**config.mk**
```make
export PLATFORM = sky130hd
export DESIGN_NAME = bsd_ctrl
export DESIGN_NICKNAME = d
export VERILOG_FILES = /design/src/design/bsd_pkg.sv /design/src/design/bsd_ctrl.sv
export SDC_FILE = /design/constraint.sdc
export NUM_CORES = 1
export LEC_CHECK = 0
export BUFFER_PORTS_ARGS = -buffer_cell sky130_fd_sc_hd__buf_2
export CAP_MARGIN = 25
export CELL_PAD_IN_SITES_DETAIL_PLACEMENT = 1
export CELL_PAD_IN_SITES_GLOBAL_PLACEMENT = 2
export CORE_MARGIN = 2
export CORE_UTILIZATION = 22
export DETAILED_ROUTE_END_ITERATION = 6
export HOLD_SLACK_MARGIN = 0.03
export PLACE_DENSITY_LB_ADDON = 0.1
export SYNTH_ARGS = -nofsm -noshare
export SYNTH_HDL_FRONTEND = slang
export SYNTH_SLANG_ARGS = --single-unit
```
**constraint.sdc**
```tcl
create_clock -name clock -period 1.5 [get_ports clock]
set_input_delay 0 -clock clock [delete_from_list [all_inputs] [get_ports clock]]
set_output_delay 0 -clock clock [all_outputs]
set_load 0.02 [all_outputs]
```
**src/design/bsd_pkg.sv**
```systemverilog
package bsd_pkg;

   localparam int BlockSize       = 32;
   localparam int GroupsPerBlock  = BlockSize / 8;
   localparam int GroupIndexWidth = $clog2(GroupsPerBlock);
   localparam int LanesPerGroup   = 4;
   localparam int GroupSumWidth   = 15;
   localparam int BlockSumWidth   = 17;
   localparam int ScaleWidth      = 32;
   localparam int ProductWidth    = 64;
   localparam int ScaleProdWidth  = 48;
   localparam int AccWidth        = 64;
   localparam int FracBits        = 16;

   typedef enum logic [2:0] {
      ST_IDLE,
      ST_MULT,
      ST_SUM,
      ST_TERM,
      ST_ACC
   } state_type;

   typedef struct packed {
      logic load_in;
      logic do_mult;
      logic do_sum;
      logic load_scale;
      logic do_term;
      logic do_acc;
      logic emit;
   } cmd_type;

   typedef struct packed {
      logic last;
      logic out_busy;
   } status_type;

endpackage

```
**src/design/bsd_ctrl.sv**
```systemverilog
module bsd_ctrl
   import bsd_pkg::*;
(
   input  logic       clock,
   input  logic       reset,
   input  logic       req_valid,
   output logic       req_ready,
   input  status_type status,
   output cmd_type    cmd
);

   state_type                  state_ff, state_in;
   logic [GroupIndexWidth-1:0] group_ff, group_in;
   logic                       first_group;
   logic                       close_block;

   assign first_group = (group_ff == '0);
   assign close_block = (group_ff == GroupIndexWidth'(GroupsPerBlock - 1)) || status.last;

   always_comb begin
      state_in = state_ff;
      case (state_ff)
         ST_IDLE: begin
            if (req_valid) state_in = ST_MULT;
         end
         ST_MULT: state_in = ST_SUM;
         ST_SUM: begin
            state_in = close_block ? ST_TERM : ST_IDLE;
         end
         ST_TERM: state_in = ST_ACC;
         ST_ACC: begin
            // A closing item that emits waits until the output register is free.
            if (!(status.last && status.out_busy)) state_in = ST_IDLE;
         end
         default: state_in = ST_IDLE;
      endcase
   end

   always_comb begin
      req_ready = 1'b0;
      cmd       = '0;
      case (state_ff)
         ST_IDLE: begin
            req_ready   = 1'b1;
            cmd.load_in = req_valid;
         end
         ST_MULT: cmd.do_mult = 1'b1;
         ST_SUM: begin
            cmd.do_sum     = 1'b1;
            cmd.load_scale = first_group;
         end
         ST_TERM: cmd.do_term = 1'b1;
         ST_ACC: begin
            if (!(status.last && status.out_busy)) begin
               cmd.do_acc = 1'b1;
               cmd.emit   = status.last;
            end
         end
         default: begin
            req_ready = 1'b0;
         end
      endcase
   end

   always_comb begin
      group_in = group_ff;
      if (cmd.do_sum) begin
         group_in = close_block ? '0 : group_ff + 1'b1;
      end
   end

   always_ff @(posedge clock) begin
      if (reset) begin
         state_ff <= ST_IDLE;
         group_ff <= '0;
      end else begin
         state_ff <= state_in;
         group_ff <= group_in;
      end
   end

endmodule

```
==> results of run 1 <==
logic make-up (layout without fill, tap and decap cells):
kind of cell | count (synthesis) | in the layout
buffers and inverters | 4 | 20
DFF | 5 | 5
adders and majority gates | 2 | 2
and+or+nand+nor | 20 | 20
AOI/OAI and AO/OA | 6 | 6
metrics by stage:
stage               std cells  setup slack (ps)
finish                     68               191
global route               68              61.3
CTS                        68               159
detailed placement         63               259
global placement           63               313
floorplan                  37               239
synthesized netlist by cell type (2+ instances only):
cell | number | area, um2
sky130_fd_sc_hd__dfxtp_1 | 5 | 100
sky130_fd_sc_hd__inv_1 | 3 | 11.3
sky130_fd_sc_hd__a21oi_1 | 4 | 20.0
sky130_fd_sc_hd__and2_1 | 2 | 12.5
sky130_fd_sc_hd__nand2_1 | 2 | 7.51
sky130_fd_sc_hd__ha_1 | 2 | 25.0
sky130_fd_sc_hd__nand3_1 | 2 | 10.0
sky130_fd_sc_hd__nor2_1 | 5 | 18.8
sky130_fd_sc_hd__nand2b_1 | 2 | 12.5
power by group:
group          total [mW]  switching, mW  internal (mW)  leakage (nW)
clock               0.159         0.0585          0.101        0.0150
sequential          0.150         0.0106          0.139        0.0407
combinational      0.0745         0.0430         0.0315         0.132
cell type report:
class | instances | area share, %
clock buffers | 4 | 6.34
inverters | 3 | 2.72
multi-input cells | 28 | 45.3
flip-flops and latches | 5 | 24.2
well taps | 15 | 4.53
repair buffers | 13 | 16.9
path summary, 6_finish.rpt:
path / end / startpoint / slack [ps]
worst max-delay path: cmd[3] / state_ff[1] / 190
worst min register to register: group_ff[1] / group_ff[1] / 500
worst max register to register: state_ff[1] / group_ff[1] / 250
worst min-delay path: state_ff[2] / status[0] / 60
flip-flops by register name, summed over array words and instances (netlist names):
signal / count
group_ff: 2
state_ff: 3
worst max-delay path: stages, from the launching register on:
cell	delay, ps
sky130_fd_sc_hd__dfxtp_1	430
sky130_fd_sc_hd__nor3b_4	320
sky130_fd_sc_hd__and2_1	160
sky130_fd_sc_hd__buf_2	150
routing by layer:
layer  global-route usage [%]  wire (um)  vias to the layer above
met2                     16.4        339                       11
met1                     12.8        341                      137
met5                        0          0                        -
met4                     7.26          0                        0
li1                         -          -                      158
met3                     4.89         48                        0
what timing repair did:
| item | 4_1_cts | 5_1_grt |
|---|---|---|
| setup endpoints to repair | 0 | 0 |
| buffers inserted | 0 | 0 |
| hold buffers | 1 | 0 |
| hold endpoints to repair | 4 | 0 |
==> impl.org, run 1 <==
** Run status
- Run status :: finished, final reports clean

** Floorplan
- The die is 41.2 um wide.
- The die covers 1700 um2.
- Effective utilization at floorplan :: 23.4%
- In this run the count of I/O pins placed on the die edge is 13.
- The floorplan has 13 rows.
- Measured along the y axis, the die boundary spans about 41 um.
- Total core area :: 1300 um2

** Placement
- Area after detailed placement :: around 380 um2
- The congestion estimate from routability-driven global placement came to 0.624.
- Detailed placement finished with a half-perimeter wire length of ~570 um.
- During placement, the flow inserted port buffers numbering 12.

** Power and ir drop
- Leakage power summed over all cells :: roughly 0.19 nW
- Worst IR Drop VDD :: about 0.32 mV
- Power Density :: slightly above 900 nW/um2
- Tot Pwr :: about 0.38 mW

** Timing
- Peak Freq :: 764 MHz
- Setup Total Neg Slack :: 0 ps
- Min Clock Period, post-route :: between 1000 and 1500 ps
- Final critical-path share of the clock period :: 87.3%
- Unrepaired setup endpoints after global routing :: false
- Final count of negative-setup-slack endpoints :: 0
- At the pin with the least slew margin, the transition time is roughly 320 ps.
- The count of final hold-check violations came to 0.
- The final count of pins violating max slew is 0.
- Clock tree skew after final layout :: between 1 and 1.5 ps
- Tightest hold margin :: around 62 ps
- Rel. slew slack :: about four fifths

** Setup path
- Crit Path Max Fanout :: 8
- Critical Path RT :: approximately 1500 ps
- Data arrives at the worst endpoint at ~1300 ps.
- STA classifies the critical path startpoint as a register.
- STA classifies the critical path endpoint as a primary output.
- Crit Path Category :: register to primary output
- Number of cell instances on the worst register-to-register path :: 4

** Synthesis
- Number of different library cells in the post-synthesis netlist :: 19
- Syn avg cell area :: slightly above 8 um2
- Counting flops with an async set or reset pin after synthesis yields a share of 0%.
- Portion of netlist area occupied by mux cells :: 0%
- Synthesis Warnings :: 0
- The number of nets in the synthesized netlist is 44.
- Post-synthesis instance total :: 37
- Fraction of the yosys area taken by sequential cells :: between 30 and 40%
- After synthesis, the largest family of logic cells by area is simple AND/OR/NAND/NOR gates.
- The most used flip-flop cell after synthesis is sky130_fd_sc_hd__dfxtp_1.
- Area share of fa/ha/maj cells after synthesis :: 8.23%
- Post-synthesis share of cell area spent on xor and xnor gates :: 0%
- The synthesized design contains 5 register bits.
- Synthesized-area fraction occupied by ao, oa, aoi and oai cells :: between 10% and 20%
- The synthesized netlist devotes a little over 40% of its cell area to simple gates.
- Counting flops with a built-in enable in the synthesized netlist gives 0.
- Post-synth design cell area :: between 300 and 400 um2

** Finish
- Once layout is complete, the utilization of the core stands at 31.8%.
- Leaving out fill and tap cells, the most frequent cells in the layout are 12 x sky130_fd_sc_hd__buf_2, 5 x sky130_fd_sc_hd__nor2_1, 5 x sky130_fd_sc_hd__dfxtp_1.
- Most frequent standard cell in the layout excluding fill and tap cells :: sky130_fd_sc_hd__buf_2
- Fill cells in the final layout number 176.
- The multi-input combinational cells in the finished layout cover a total of about 190 um2.
- Ratio of cells with drive above 1 in the final layout :: 32.1%
- Summing all non-filler instances in the final layout gives an area of approximately 410 um2.
- Storage cell area :: between 100 and 150 um2
- Layout overhead on the synthesized area :: 36.2%
- At the end of the flow, the number of nets in the layout was just over 60.
- Count of inserted antenna diode cells :: 0

** Drt
- Dividing the detail-routed via count by the number of cells gives between 4 and 5.
- Routed Antenna Nets :: 0
- Dividing the detail-routed wire length by the instance count gives 10.7 um.
- Total via count after detailed routing :: 306
- After the first detailed-routing iteration, the DRC count stood at 3.
- After detailed routing, the number of remaining DRC violations is 0.
- Initial DRT Pass Iterations :: 2
- Wire length reported by the detailed router :: around 730 um

** Hold path
- Counting instances, the worst hold path has a depth of 3.
- In this run the worst hold path is classified as input pin to register.

** Clock network
- In this run, CTS created clock tree buffers numbering 3.
- The number of gates resized after CTS was 0.
- For the worst-skew pair, the clock arrives at the later sink with an insertion delay of ~240 ps.
- After clock tree synthesis, the clock-pin slew on the worst setup and hold paths is ~50 ps.
- CTS saw 5 sinks.
- Counting along the longest clock path gives a buffer depth of 2.
- TritonCTS clock tree :: yes
- Clock root buffer master :: sky130_fd_sc_hd__clkbuf_4
- CTS built an H-tree with a depth of 1.

** GRT
- Initial antenna violation count :: 0
- Gr usage total :: 11.1%
- After global routing the overflow that remains totals 0.
- Entering global routing, the biggest net connects 9 pins.
- The first global-routing pass estimated between 1 and 1.5 mm of wire.
- Vias in the first global route :: approximately 300

** Flow run
- Max-cap violations in this run came to 0.
Power figures use the tool's default switching activity.
==> run 2, diff against run 1 <==
==> constraint.sdc (replaced) <==
create_clock -name clock -period 1.5 [get_ports clock]
set_input_delay 0.3 -clock clock [delete_from_list [all_inputs] [get_ports clock]]
set_output_delay 0.3 -clock clock [all_outputs]
set_load 0.02 [all_outputs]
==> impl.org, run 2 (synthesis results as in run 1) <==
** Setup path
- The critical path goes through nor2_4 -> nand2_2 -> nor3b_2 -> buf_4.
- CP max stage cell :: sky130_fd_sc_hd__dfxtp_4
- Critical path arrival :: 1140 ps (-170 ps)
- Critical Path Sink Type :: primary output
- Delay contributed by the slowest stage of the critical path :: 370 ps (-60 ps)
- Crit Path Category :: register to primary output
- The highest net fanout along the worst path is 8 (unchanged).
- Broken down by cell family, the worst path's largest delay share belongs to flip-flops.
- Count of buffer and inverter cells on the critical path :: 1 (unchanged)
- Critical Path RT :: 1200 ps (-300 ps)
- STA classifies the critical path startpoint as a register.

** Run status
- Run status :: finished, final reports clean

** Finish
- The number of flip-flops under the largest register name is 3 (unchanged).
- The area growth from synthesis to layout is 53.5%.
- The largest registers in the layout are state_ff: 3 flops, group_ff: 2 flops.
- The share of layout cells above drive strength 1 was 50.9% (+19 points).
- The post-layout instance count excluding filler cells is 70 (+2.9%).
- Largest register by flop count :: state_ff
- Count of inserted antenna diode cells :: 0 (unchanged)
- Commonest cells after routing, fill and taps aside :: 9 x sky130_fd_sc_hd__buf_2, 6 x sky130_fd_sc_hd__buf_4, 4 x sky130_fd_sc_hd__nor2_1, 4 x sky130_fd_sc_hd__a21oi_1
- The count of nets after finishing was 63 (+3.3%).
- Number of inserted filler cells in the final layout :: 163 (-7.4%)
- Most frequent standard cell in the layout excluding fill and tap cells :: sky130_fd_sc_hd__buf_2

** Timing
- The final cycle utilization of the critical path came to 95.7% (+8.5 points).
- Rel. slew slack :: 82.3% (+3.8 points)
- The final setup violation count is 0 (unchanged).
- The count of final hold-check violations came to 0 (unchanged).
- Final critical-path setup slack :: 63.8 ps (-127 ps)
- Worst-Margin Slew :: 265 ps (-56.9 ps)
- Clock tree skew after final layout :: 3.40 ps (+2.27 ps)
- Unrepaired setup endpoints after global routing :: true
- The final count of pins violating max slew came to 0 (unchanged).
- Min Clock Period, post-route :: 1440 ps (+127 ps)
- The maximum clock rate is 696 MHz (-8.8%).

** Clock network
- TritonCTS clock tree :: yes
- The number of buffers inserted during clock tree synthesis came to 3 (unchanged).
- Total clock sinks :: 5 (unchanged)
- H-Tree Depth :: 1 (unchanged)
- The maximum clock path buffer count was 2 (unchanged).
- Clock slew at reported path FFs :: 40 ps (about the same)
- Source-to-sink clock delay at the later pin of the worst-skew pair :: 250 ps (about the same)
- The root buffer cell chosen for the clock tree is sky130_fd_sc_hd__clkbuf_4.

** Placement
- The number of buffers added on ports was 12 (unchanged).
- Total half-perimeter wirelength after legalization and detailed placement :: 605 um (+6.0%)
- The worst slack at placement was 104 ps (-155 ps).
- Weighted congestion reported at the end of routability-driven placement :: 0.667 (+6.8%)
- The placed cell count was 63 (unchanged).

** Floorplan
- Die Outline Area :: 1700 um2 (unchanged)
- Floorplan die height :: 41.2 um (unchanged)
- The floorplan core area is 1300 um2 (unchanged).
- Number of rows in the core area :: 13 (unchanged)
- Die X :: 41.2 um (unchanged)
- The I/O pin total is 13 (unchanged).
- Effective utilization at floorplan :: 23.4% (unchanged)

** Flow run
- Number of violations of the max-capacitance limit :: 0 (unchanged)

** Drt
- Remaining design rule violation count :: 0 (unchanged)
- The average via count per standard cell is 4.59 (+1.9%).
- The first-pass iteration count of the detailed router was 2 (unchanged).
- The number of nets still failing antenna checks after routing is 0 (unchanged).
- The number of vias in the routed layout is 321 (+4.9%).
- Detail-routed net length per standard cell :: 12.1 um (+12%)
- The final wirelength was 844 um (+16%).
- The number of DRC markers after the initial detailed-route iteration came to 2 (-1).

** Power and ir drop
- The total power is 0.397 mW (+3.5%).
- Worst IR Drop VDD :: 0.375 mV (+18%)
- The internal cell power came to 0.279 mW (+2.8%).
- Switching pwr :: 0.118 mW (+5.2%)
- The cell area power density is 851 nW/um2 (-8.1%).
- Leakage power summed over all cells :: 0.207 nW (+10%)
- The part of the total power dissipated in sequential elements came to 38.1% (-1.0 points).
- Combinational power share :: 21.8% (+2.4 points)
- The fraction of power spent switching nets came to 29.7% (+0.48 points).
- Clock network power share :: 40.0% (-1.5 points)

** Hold path
- Class of the worst hold path :: input pin to register

** GRT
- Maximum number of pins on one net before global-route repair :: 9 (unchanged)
- Remaining global-route overflow :: 0 (unchanged)
- The via count of the first global-routing pass came to 297 (+0.68%).
- First-pass GRT wire length :: 1.23 mm (+6.0%)
- The number of antenna violations at the first check in global routing is 0 (unchanged).
- Gr usage total :: 12.7% (+1.6 points)
run 2: final cells by class:
type                            instances  area [um2]  share of cell area (%)
Multi-Input combinational cell         28         208                    44.5
Timing Repair Buffer                   15        90.1                    19.3
Sequential cell                         5         113                    24.1
Tap cell                               15        18.8                    4.02
Clock buffer                            4        26.3                    5.63
Inverter                                3        11.3                    2.41
run 2: final timing paths:
check,start,to,slack (ps),cells past startpoint
min reg2reg,state_ff[0],state_ff[0],500,1
max reg2reg,group_ff[1],state_ff[1],250,4
max,state_ff[1],cmd[0],60,4
min,reset,state_ff[1],300,2
run 2: per-stage QoR:
step                setup TNS (ps)  util [%]  area, um2  hold slack [ps]
detailed placement               0      29.4        383              503
floorplan                        0         -        309              365
finish                           0      35.9        467              301
global route                 -20.8      35.9        467              306
global placement                 0      29.4        383              500
CTS                              0      34.2        445              292
run 2: routing by layer:
layer / part of all wire, % / global-route usage (%)
met3: 7.3 / 8.15
met2: 49 / 18.0
met4: 1.1 / 9.68
met1: 43 / 13.2
met5: 0 / 0
run 2: what timing repair did:
item / 4_1_cts / 5_1_grt
pin swaps: 0 / 1
setup buffers: 3 / 0
setup endpoints to repair: 6 / 5
hold buffers: 0 / 0
resized for setup: 6 / 8
run 2: power by group through the flow:
stage	clock network (mW)	registers, mW	logic (mW)
2_1_floorplan	0	0.150	0.0495
3_3_place_gp	0	0.152	0.0738
3_5_place_dp	0	0.153	0.0756
4_1_cts	0.169	0.152	0.0845
5_1_grt	0.182	0.152	0.0944
6_report	0.159	0.151	0.0867
run 2: worst reg2reg max path, stage by stage, from the launching register on:
cell and delay [ps]:
sky130_fd_sc_hd__dfxtp_1 360, sky130_fd_sc_hd__ha_1 150, sky130_fd_sc_hd__nor2_1 80, sky130_fd_sc_hd__or3b_1 370
sky130_fd_sc_hd__a211oi_2 210
